==> src/design/vpp_pkg.sv <==
// Package: widths, reset values and register indexes of the valve pulse positioner.
package vpp_pkg;

  localparam int TIME_BITS_DEF = 20;
  localparam int TEMP_BITS_DEF = 13;

  localparam int CFG_W   = 20;  // widest register
  localparam int ERR_W   = 12;  // deadband and max_error registers
  localparam int INDEX_W = 3;

  localparam logic [CFG_W-1:0] ADJUST_INTERVAL_RST = 20'd10000;
  localparam logic [ERR_W-1:0] DEADBAND_RST        = 12'd16;
  localparam logic [ERR_W-1:0] MAX_ERROR_RST       = 12'd160;
  localparam logic [CFG_W-1:0] MIN_PULSE_RST       = 20'd500;
  localparam logic [CFG_W-1:0] MAX_PULSE_RST       = 20'd5000;

  typedef enum logic [INDEX_W-1:0] {
    REG_ADJUST_INTERVAL = 3'd0,
    REG_DEADBAND        = 3'd1,
    REG_MAX_ERROR       = 3'd2,
    REG_MIN_PULSE       = 3'd3,
    REG_MAX_PULSE       = 3'd4
  } reg_index_t;

  typedef enum logic [5:0] {
    ST_IDLE = 6'b000001,
    ST_EVAL = 6'b000010,
    ST_MUL  = 6'b000100,
    ST_DIV  = 6'b001000,
    ST_LEN  = 6'b010000,
    ST_FIN  = 6'b100000
  } state_t;

endpackage

==> src/design/valve_pulse_positioner_top.sv <==
// Valve pulse positioner: times open/close pulses for a three-point mixing valve.
//
// Usage: one input request per millisecond tick on in_valid/in_ready carries
// target_temp, actual_temp (signed, 1/16 degree) and actual_valid. Each request
// yields exactly one result on out_valid/out_ready: the relay levels open_drive,
// close_drive and pulse_active after that tick's update.
// Config: cfg_write with cfg_index/cfg_data writes one register; the user must write
// only while no request is in flight, as the block itself does not enforce this.
// Steps: a tick that times a running pulse, skips or has no adjustment due goes
// through evaluate and output; one that hits the full span through evaluate,
// length and output. A tick that needs a proportional share runs a bit-serial
// shift-add multiply and a restoring divide, one bit per cycle, before length.
// Requests: one at a time, a new one is taken only back in idle; in_ready is high in
// idle. The output register frees the input side, so the next request is taken
// while a result still waits; it then holds in its final cycle until the receiver
// takes the earlier result. A stalled receiver never loses or repeats a result.
// Reset (rst, synchronous): registers return to their defaults, no pulse runs,
// relays off, counters zero, no result pending.
module valve_pulse_positioner_top #(
  parameter int TIME_BITS = vpp_pkg::TIME_BITS_DEF,
  parameter int TEMP_BITS = vpp_pkg::TEMP_BITS_DEF
) (
  input  logic                           clk,
  input  logic                           rst,
  // configuration
  input  logic                           cfg_write,
  input  logic [vpp_pkg::INDEX_W-1:0]    cfg_index,
  input  logic [vpp_pkg::CFG_W-1:0]      cfg_data,
  // tick requests
  input  logic                           in_valid,
  output logic                           in_ready,
  input  logic signed [TEMP_BITS-1:0]    target_temp,
  input  logic signed [TEMP_BITS-1:0]    actual_temp,
  input  logic                           actual_valid,
  // results
  output logic                           out_valid,
  input  logic                           out_ready,
  output logic                           open_drive,
  output logic                           close_drive,
  output logic                           pulse_active
);
  import vpp_pkg::*;

  localparam int MAG_W  = TEMP_BITS + 1;
  localparam int CMP_W  = (MAG_W > ERR_W) ? MAG_W : ERR_W;
  localparam int PROD_W = TIME_BITS + ERR_W;
  localparam int CNT_W  = $clog2(PROD_W + 1);

  // configuration registers
  logic [TIME_BITS-1:0] adjust_interval;
  logic [ERR_W-1:0]     deadband;
  logic [ERR_W-1:0]     max_error;
  logic [TIME_BITS-1:0] min_pulse;
  logic [TIME_BITS-1:0] max_pulse;

  // controller state
  logic [TIME_BITS-1:0] pulse_length;
  logic [TIME_BITS-1:0] pulse_elapsed;
  logic [TIME_BITS-1:0] adjust_elapsed;
  logic                 open_level;
  logic                 close_level;

  // request capture and datapath
  state_t                     state;
  logic signed [TEMP_BITS-1:0] tgt;
  logic signed [TEMP_BITS-1:0] act;
  logic                       vld;
  logic                       dir_open;
  logic [TIME_BITS-1:0]       span;
  logic [TIME_BITS-1:0]       share;
  logic [ERR_W-1:0]           mq;     // multiplier bits, MSB first
  logic [PROD_W-1:0]          prod;   // product, then dividend/quotient
  logic [ERR_W-1:0]           rem;
  logic [CNT_W-1:0]           cnt;

  // evaluate-cycle logic
  logic signed [MAG_W-1:0] err;
  logic [MAG_W-1:0]        mag;
  logic [CMP_W-1:0]        mag_x;
  logic [TIME_BITS-1:0]    adj_inc;
  logic [TIME_BITS-1:0]    pe_inc;
  logic [TIME_BITS-1:0]    span_now;
  logic                    skip;
  logic                    full_span;

  // serial steps
  logic [PROD_W-1:0]       mul_next;
  logic [ERR_W:0]          div_try;
  logic                    div_ge;
  logic [ERR_W:0]          div_sub;
  logic [TIME_BITS:0]      len_sum;
  logic [TIME_BITS-1:0]    len;

  always_comb begin
    err       = MAG_W'(tgt) - MAG_W'(act);
    mag       = err[MAG_W-1] ? MAG_W'(-err) : MAG_W'(err);
    mag_x     = CMP_W'(mag);
    adj_inc   = (&adjust_elapsed) ? adjust_elapsed : adjust_elapsed + 1'b1;
    pe_inc    = (&pulse_elapsed) ? pulse_elapsed : pulse_elapsed + 1'b1;
    span_now  = (max_pulse > min_pulse) ? max_pulse - min_pulse : '0;
    skip      = tgt[TEMP_BITS-1] || !vld || (mag_x <= CMP_W'(deadband));
    full_span = (max_error == '0) || (mag_x >= CMP_W'(max_error));

    // shift-add, one multiplier bit per cycle
    mul_next  = {prod[PROD_W-2:0], 1'b0} + (mq[ERR_W-1] ? PROD_W'(span) : '0);

    // restoring divide, one quotient bit per cycle
    div_try   = {rem, prod[PROD_W-1]};
    div_ge    = div_try >= {1'b0, max_error};
    div_sub   = div_try - {1'b0, max_error};

    len_sum   = {1'b0, min_pulse} + {1'b0, share};
    len       = len_sum[TIME_BITS-1:0];
  end

  assign in_ready = (state == ST_IDLE);

  // configuration port
  always_ff @(posedge clk) begin
    if (rst) begin
      adjust_interval <= TIME_BITS'(ADJUST_INTERVAL_RST);
      deadband        <= DEADBAND_RST;
      max_error       <= MAX_ERROR_RST;
      min_pulse       <= TIME_BITS'(MIN_PULSE_RST);
      max_pulse       <= TIME_BITS'(MAX_PULSE_RST);
    end else if (cfg_write) begin
      case (cfg_index)
        REG_ADJUST_INTERVAL: adjust_interval <= TIME_BITS'(cfg_data);
        REG_DEADBAND:        deadband        <= cfg_data[ERR_W-1:0];
        REG_MAX_ERROR:       max_error       <= cfg_data[ERR_W-1:0];
        REG_MIN_PULSE:       min_pulse       <= TIME_BITS'(cfg_data);
        REG_MAX_PULSE:       max_pulse       <= TIME_BITS'(cfg_data);
        default: ;
      endcase
    end
  end

  // payload and datapath registers
  always_ff @(posedge clk) begin
    case (state)
      ST_IDLE: begin
        if (in_valid) begin
          tgt <= target_temp;
          act <= actual_temp;
          vld <= actual_valid;
        end
      end
      ST_EVAL: begin
        dir_open <= !err[MAG_W-1] && (err != '0);
        span     <= span_now;
        share    <= span_now;
        mq       <= ERR_W'(mag);
        prod     <= '0;
        rem      <= '0;
      end
      ST_MUL: begin
        prod <= mul_next;
        mq   <= {mq[ERR_W-2:0], 1'b0};
      end
      ST_DIV: begin
        rem  <= div_ge ? div_sub[ERR_W-1:0] : div_try[ERR_W-1:0];
        prod <= {prod[PROD_W-2:0], div_ge};
        if (cnt == CNT_W'(1)) begin
          share <= TIME_BITS'({prod[PROD_W-2:0], div_ge});
        end
      end
      default: ;
    endcase
  end

  // sequencer, controller state and output register
  always_ff @(posedge clk) begin
    if (rst) begin
      state          <= ST_IDLE;
      cnt            <= '0;
      pulse_length   <= '0;
      pulse_elapsed  <= '0;
      adjust_elapsed <= '0;
      open_level     <= 1'b0;
      close_level    <= 1'b0;
      out_valid      <= 1'b0;
      open_drive     <= 1'b0;
      close_drive    <= 1'b0;
      pulse_active   <= 1'b0;
    end else begin
      // in ST_FIN the load below covers a taken result
      if (out_valid && out_ready && (state != ST_FIN)) begin
        out_valid <= 1'b0;
      end
      case (state)
        ST_IDLE: begin
          if (in_valid) begin
            state <= ST_EVAL;
          end
        end
        ST_EVAL: begin
          if (pulse_length != '0) begin
            state          <= ST_FIN;
            adjust_elapsed <= adj_inc;
            pulse_elapsed  <= pe_inc;
            if (pe_inc >= pulse_length) begin
              pulse_length <= '0;
              open_level   <= 1'b0;
              close_level  <= 1'b0;
            end
          end else if (adj_inc >= adjust_interval) begin
            adjust_elapsed <= '0;
            if (skip) begin
              state <= ST_FIN;
            end else if (full_span) begin
              state <= ST_LEN;
            end else begin
              state <= ST_MUL;
              cnt   <= CNT_W'(ERR_W);
            end
          end else begin
            state          <= ST_FIN;
            adjust_elapsed <= adj_inc;
          end
        end
        ST_MUL: begin
          if (cnt == CNT_W'(1)) begin
            state <= ST_DIV;
            cnt   <= CNT_W'(PROD_W);
          end else begin
            cnt <= cnt - 1'b1;
          end
        end
        ST_DIV: begin
          cnt <= cnt - 1'b1;
          if (cnt == CNT_W'(1)) begin
            state <= ST_LEN;
          end
        end
        ST_LEN: begin
          state <= ST_FIN;
          if (len == '0) begin
            open_level  <= 1'b0;
            close_level <= 1'b0;
          end else begin
            pulse_length  <= len;
            pulse_elapsed <= '0;
            open_level    <= dir_open;
            close_level   <= !dir_open;
          end
        end
        ST_FIN: begin
          // hold until the output register is free
          if (!out_valid || out_ready) begin
            out_valid    <= 1'b1;
            open_drive   <= open_level;
            close_drive  <= close_level;
            pulse_active <= (pulse_length != '0);
            state        <= ST_IDLE;
          end
        end
        default: state <= ST_IDLE;
      endcase
    end
  end

endmodule
==> config.mk <==
export PLATFORM = sky130hd
export DESIGN_NAME = valve_pulse_positioner_top
export DESIGN_NICKNAME = d
export VERILOG_FILES = /design/src/design/vpp_pkg.sv /design/src/design/valve_pulse_positioner_top.sv
export SDC_FILE = /design/constraint.sdc
export NUM_CORES = 1
export LEC_CHECK = 0
export CORE_UTILIZATION = 50
export CTS_BUF_LIST = sky130_fd_sc_hd__clkbuf_8 sky130_fd_sc_hd__clkbuf_16
export CTS_CLUSTER_SIZE = 12
export DETAILED_ROUTE_END_ITERATION = 7
export DONT_BUFFER_PORTS = 1
export RECOVER_POWER = 50
export SYNTH_ARGS = -nofsm -noshare
export SYNTH_HDL_FRONTEND = slang
export SYNTH_SLANG_ARGS = --single-unit
==> constraint.sdc <==
create_clock -name clk -period 5.03 [get_ports clk]
set_clock_uncertainty 0.1 [all_clocks]
set_input_delay 0.503 -clock clk [delete_from_list [all_inputs] [get_ports clk]]
set_output_delay 0.503 -clock clk [all_outputs]
set_load 0.02 [all_outputs]
# After elaboration in Yosys (flattened, before gate mapping)

Index checks and enable logic that the tools add are counted.

Reduce and logical (&&, ||, !) cells: 35
$lt $le $gt $ge: 6
Eq/ne operators: 23
Multiplexer cells: 44
$add $sub $neg: 9

Operators with widths:

| cell                  | count |
|---|---|
| $mux 20               | 12 |
| $pmux 20 s2           | 3 |
| $pmux 32 s3           | 1 |
| $mux 6                | 12 |
| $pmux 12 s2           | 2 |
| $add 20x1->20 const B | 2 |
| $ge 20x20->1          | 2 |
| $reduce_and 20->1     | 2 |
| $pmux 6 s6            | 1 |
| $add 32x20->32        | 1 |
| $ne 2x2->1 const B    | 11 |
| $add 20x20->20        | 1 |
| $gt 20x20->1          | 1 |
| $logic_not 20->1      | 1 |
| $reduce_bool 20->1    | 1 |
| $sub 20x20->20        | 1 |
| $pmux 6 s3            | 1 |
| $reduce_and 2->1      | 8 |
| $ge 14x12->1          | 1 |
| $le 14x12->1          | 1 |
| $mux 14               | 1 |
| $neg 14->14           | 1 |
| $reduce_bool 14->1    | 1 |
| $sub 13x13->14        | 1 |
| other kinds (27)      | 48 |

Logic and storage cells: 142
Flip-flop bits (word level): 286
Output and inout port bits: 5

# Logic depth before layout (Yosys ltp)

Depth in word-level cells: 10
Gate-level depth with buffers: 22
Gate-level depth less buffers: 20

# Least setup slack after synthesis

OpenSTA, ideal clock, no wires.

Path kind: register to register
From: register act[0]
To: register cnt[1]
Arrival time: 3984 ps
Buffers on the path: 0
Period minus slack after synthesis: 4213 ps
Stages on the path, launching flop included: 19
Path slack: 817 ps
Required time: 4801 ps
Cells stage by stage: edfxtp_1 > ha_1 > fa_1 > nor2b_1 > o22ai_1 > xnor2_1 > or2_2 > or3_1 > nand2_1 > xnor2_1 > ha_1 > a21o_1 > a21o_1 > a21oi_1 > nor2_1 > nor4_1 > o211ai_1 > a211oi_1 > nor3_1

Longest elaborated chain between the ends: 7
Elaborated cells between the ends (all ways): 10
Classes of those cells: add/sub: 2; order compare: 2; eq/ne: 2; mux: 1; reduce/logical: 3

RTL lines:

| element                                             | line                                                                 | RTL |
|---|---|---|
| from (decl)                                         | valve_pulse_positioner_top.sv:66                                     | `logic signed [TEMP_BITS-1:0] act;` |
| from (signal assigned)                              | valve_pulse_positioner_top.sv:144                                    | `act <= actual_temp;` |
| $sub 13x13->14 *                                    | valve_pulse_positioner_top.sv:95                                     | `err = MAG_W'(tgt) - MAG_W'(act);` |
| $neg 14->14                                         | valve_pulse_positioner_top.sv:96                                     | `mag = err[MAG_W-1] ? MAG_W'(-err) : MAG_W'(err);` |
| $mux 14 *                                           | valve_pulse_positioner_top.sv:96                                     |  |
| $ge 14x12->1 / $le 14x12->1 (equally long branches) | valve_pulse_positioner_top.sv:102, valve_pulse_positioner_top.sv:101 |  |
| $logic_or 1x1->1 (on tied branches)                 | valve_pulse_positioner_top.sv:102, valve_pulse_positioner_top.sv:101 |  |
| $ne 2x2->1 (no line)                                | --                                                                   |  |
| $reduce_and 5->1 (no line) *                        | --                                                                   |  |
| to (signal assigned)                                | valve_pulse_positioner_top.sv:214                                    | `cnt <= CNT_W'(ERR_W);` |
| to (signal assigned)                                | valve_pulse_positioner_top.sv:224                                    | `cnt <= CNT_W'(PROD_W);` |
| to (signal assigned)                                | valve_pulse_positioner_top.sv:226                                    | `cnt <= cnt - 1'b1;` |
| to (decl)                                           | valve_pulse_positioner_top.sv:74                                     | `logic [CNT_W-1:0] cnt;` |

Mark *: on every way between the ends. The rest lies on a longest branch, timed or not.
A chain may end at the register's enable or synchronous reset.

# Final worst setup path

Same ends and word-level chain as after synthesis.

==> impl_metrics.env <==
export IMPL_fmax_mhz=210
export IMPL_rows=69
export IMPL_routedWlPerCell_um=18.3
export IMPL_nNetsFinal=2362
export IMPL_final_util_pct=56.6
export IMPL_fin_area_sq_um=20100
export IMPL_ant_nets=0
export IMPL_grt_max_degree=116
export IMPL_drive_above_1_share_pct=5.10
export IMPL_antenna_found_initial=2
export IMPL_yosysUniqueCellTypes=79
export IMPL_ys_ff_latch=286
export IMPL_hpwlAfterDp_um=34300
export IMPL_multi_input_area_sq_um=10300
export IMPL_place_gp_congestion=0.913
export IMPL_worstSetupEndpointType="flop"
export IMPL_worstMarginPinSlew_ns=1.64
export IMPL_synth_ff_type="dfxtp_1"
export IMPL_cts_max_level=2
export IMPL_setup_viol=0
export IMPL_grt_overflow_total=0
export IMPL_ys_warn_count=0
export IMPL_synthArstFlopShare_pct=0
export IMPL_cts_buffers=36
export IMPL_drcViolationCount=0
export IMPL_die_width_um=192
export IMPL_first_pass_iters=5
export IMPL_min_path_type="in -> reg"
export IMPL_irDropWorstVdd_v=0.000347
export IMPL_finalHoldViolCount=0
export IMPL_regArea_sq_um=6970
export IMPL_drt_iter0_drc=907
export IMPL_finalWorstSetupSlack_ns=0.268
export IMPL_dieHeight_um=192
export IMPL_layout_min_cycle_time_ns=4.76
export IMPL_crit_arrival_ns=5.06
export IMPL_status="finished with violations"
export IMPL_core_sq_um=35600
export IMPL_wl_um=48300
export IMPL_synth_edff_count=124
export IMPL_yosys_top_cells_area="edfxtp_1, dfxtp_1, ha_1"
export IMPL_clk_pin_slew_worst_paths_ns=0.06
export IMPL_synth_nets=2340
export IMPL_seq_area_frac_synth_pct=38.5
export IMPL_fillers=3258
export IMPL_ys_top_cells_by_count="nand2_1, a21oi_1, dfxtp_1, ha_1, nor2_1"
export IMPL_cts_max_path_buffers=3
export IMPL_power_density_nw_per_um2=332
export IMPL_syn_inst=2128
export IMPL_yosysTopAreaCell="edfxtp_1"
export IMPL_violations="max-capacitance violations, max-slew violations"
export IMPL_slew_limit_headroom_pct=-9.52
export IMPL_grt_usage_pct=26.3
export IMPL_power_w=0.00669
export IMPL_via_per_inst=5.86
export IMPL_grt_pass1_wl_um=76300
export IMPL_yosysMostFrequentCell="nand2_1"
export IMPL_placed_area_sq_um=18500
export IMPL_start_util_pct=50.9
export IMPL_cts_sinks=286
export IMPL_num_vias=15500
export IMPL_crit_type="reg -> reg"
export IMPL_area_growth_synth_to_final_pct=11.3
export IMPL_slew_violations=54
export IMPL_clk_latency_ns=0.55
export IMPL_required_ns=5.33
export IMPL_critPathMaxFanout=5
export IMPL_leakage_nw=8.03
export IMPL_dp_slack_ns=0.222
export IMPL_drv_cap=2
export IMPL_syn_area_sq_um=18100
export IMPL_crit_path_start_kind="flop"
export IMPL_cts_tree="done"
export IMPL_clockRootBuffer="clkbuf_16"
export IMPL_die_area_sq_um=37000
export IMPL_syn_avg_cell_area_sq_um=8.50
export IMPL_post_route_period_util_pct=94.7
export IMPL_synth_top_area_share_pct=20.6
export IMPL_grt_pass1_vias=14500
export IMPL_io_buffers=0
export IMPL_ioPinCount=60
-- power breakdown --
group | leakage, nW | total (W) | internal [W] | switching [W]
Sequential | 2.46 | 0.00264 | 0.00258 | 0.0000605
Combinational | 4.97 | 0.00160 | 0.000632 | 0.000973
Clock | 0.602 | 0.00244 | 0.00142 | 0.00102
Total | 8.03 | 0.00669 | 0.00464 | 0.00205
-- final cells by class --
cell class | instances | area share (%)
multi-input combinational | 1626 | 51.3
sequential | 286 | 34.6
clock buffer | 42 | 4.99
timing repair buffer | 72 | 3.32
tap | 461 | 2.86
inverter | 128 | 2.39
clock inverter | 22 | 0.534
antenna | 3 | 0.0373
-- cell families after synthesis --
group | count (synthesis) | share of synthesized area [%]
compound gates | 554 | 19.6
xor+xnor | 101 | 4.89
fa+ha+maj | 157 | 11.1
simple gates | 808 | 21.0
mux | 6 | 0.339
buf+inv | 216 | 4.61
flops | 286 | 38.5
-- path summary, 6_finish.rpt --
check	to	slack [ns]	from	cells past startpoint
worst min-delay path	adjust_interval[19]	0.04	cfg_data[19]	2
worst max register to register	cnt[1]	0.27	act[0]	19
worst min register to register	adjust_interval[2]	0.35	adjust_interval[2]	2
worst max-delay path	cnt[1]	0.27	act[0]	19
-- what timing repair did --
action | 4_1_cts | 5_1_grt
endpoints found under the hold margin | 143 | 0
setup endpoints to repair | 0 | 6
hold buffers | 50 | 0
buffers inserted | 0 | 1
gates resized for setup | 0 | 2
-- routing by layer --
layer / track usage, % / routed length, um
met1: 34.5 / 22000
met2: 43.9 / 22600
met3: 4.02 / 2340
met4: 9.15 / 1410
met5: 0 / 0
-- through the flow --
step	TNS, ns	instances	hold slack, ns
floorplan	0	2128	0.336
global placement	0	2522	0.339
detailed placement	0	2522	0.343
CTS	0	2636	0.0149
global route	-0.00955	2639	0.0458
finish	0	2640	0.0388
-- critical path, cell delays in order, from the launching register on --
cell and delay (ns):
edfxtp_1 0.36, ha_1 0.22, fa_1 0.41, nor2b_1 0.25, o22ai_1 0.15, xnor2_1 0.20, or2_2 0.34, or3_1 0.38
o31ai_2 0.30, xnor2_1 0.24, ha_1 0.32, nand2_1 0.12, nor3_1 0.06, nand3_1 0.07, nor2_1 0.06, nor4_2 0.33
buf_4 0.17, o211ai_1 0.17, a211oi_1 0.28, nor3_1 0.07
-- cell usage in the layout (no fill, tap or decap), types with 23 or more instances in the layout --
cell type      synthesis  routed
dlygate4sd3_1          0      49
clkbuf_16              0      38
nor2_1               147     146
nand3_1               75      74
xnor2_1               65      65
a31oi_1               24      24
ha_1                 152     152
edfxtp_1             124     124
nor3_1                36      35
and2_1                43      41
nand3b_1              23      23
nand2_1              331     331
a21o_1                54      54
o21ai_0              114     114
a21oi_1              193     193
nor4_1                25      24
xor2_1                36      36
inv_1                127     139
dfxtp_1              162     162
-- sequential cells by signal, indices dropped and copies added, names as in the netlist, 6 cells and up --
name / flops
pulse_elapsed: 20
tgt: 13
adjust_interval: 20
act: 13
state: 6
min_pulse: 20
mq: 12
share: 20
max_pulse: 20
prod: 32
adjust_elapsed: 20
span: 20
pulse_length: 20
max_error: 12
deadband: 12
rem: 12
cnt: 6
(Power assumes the default switching activity.)
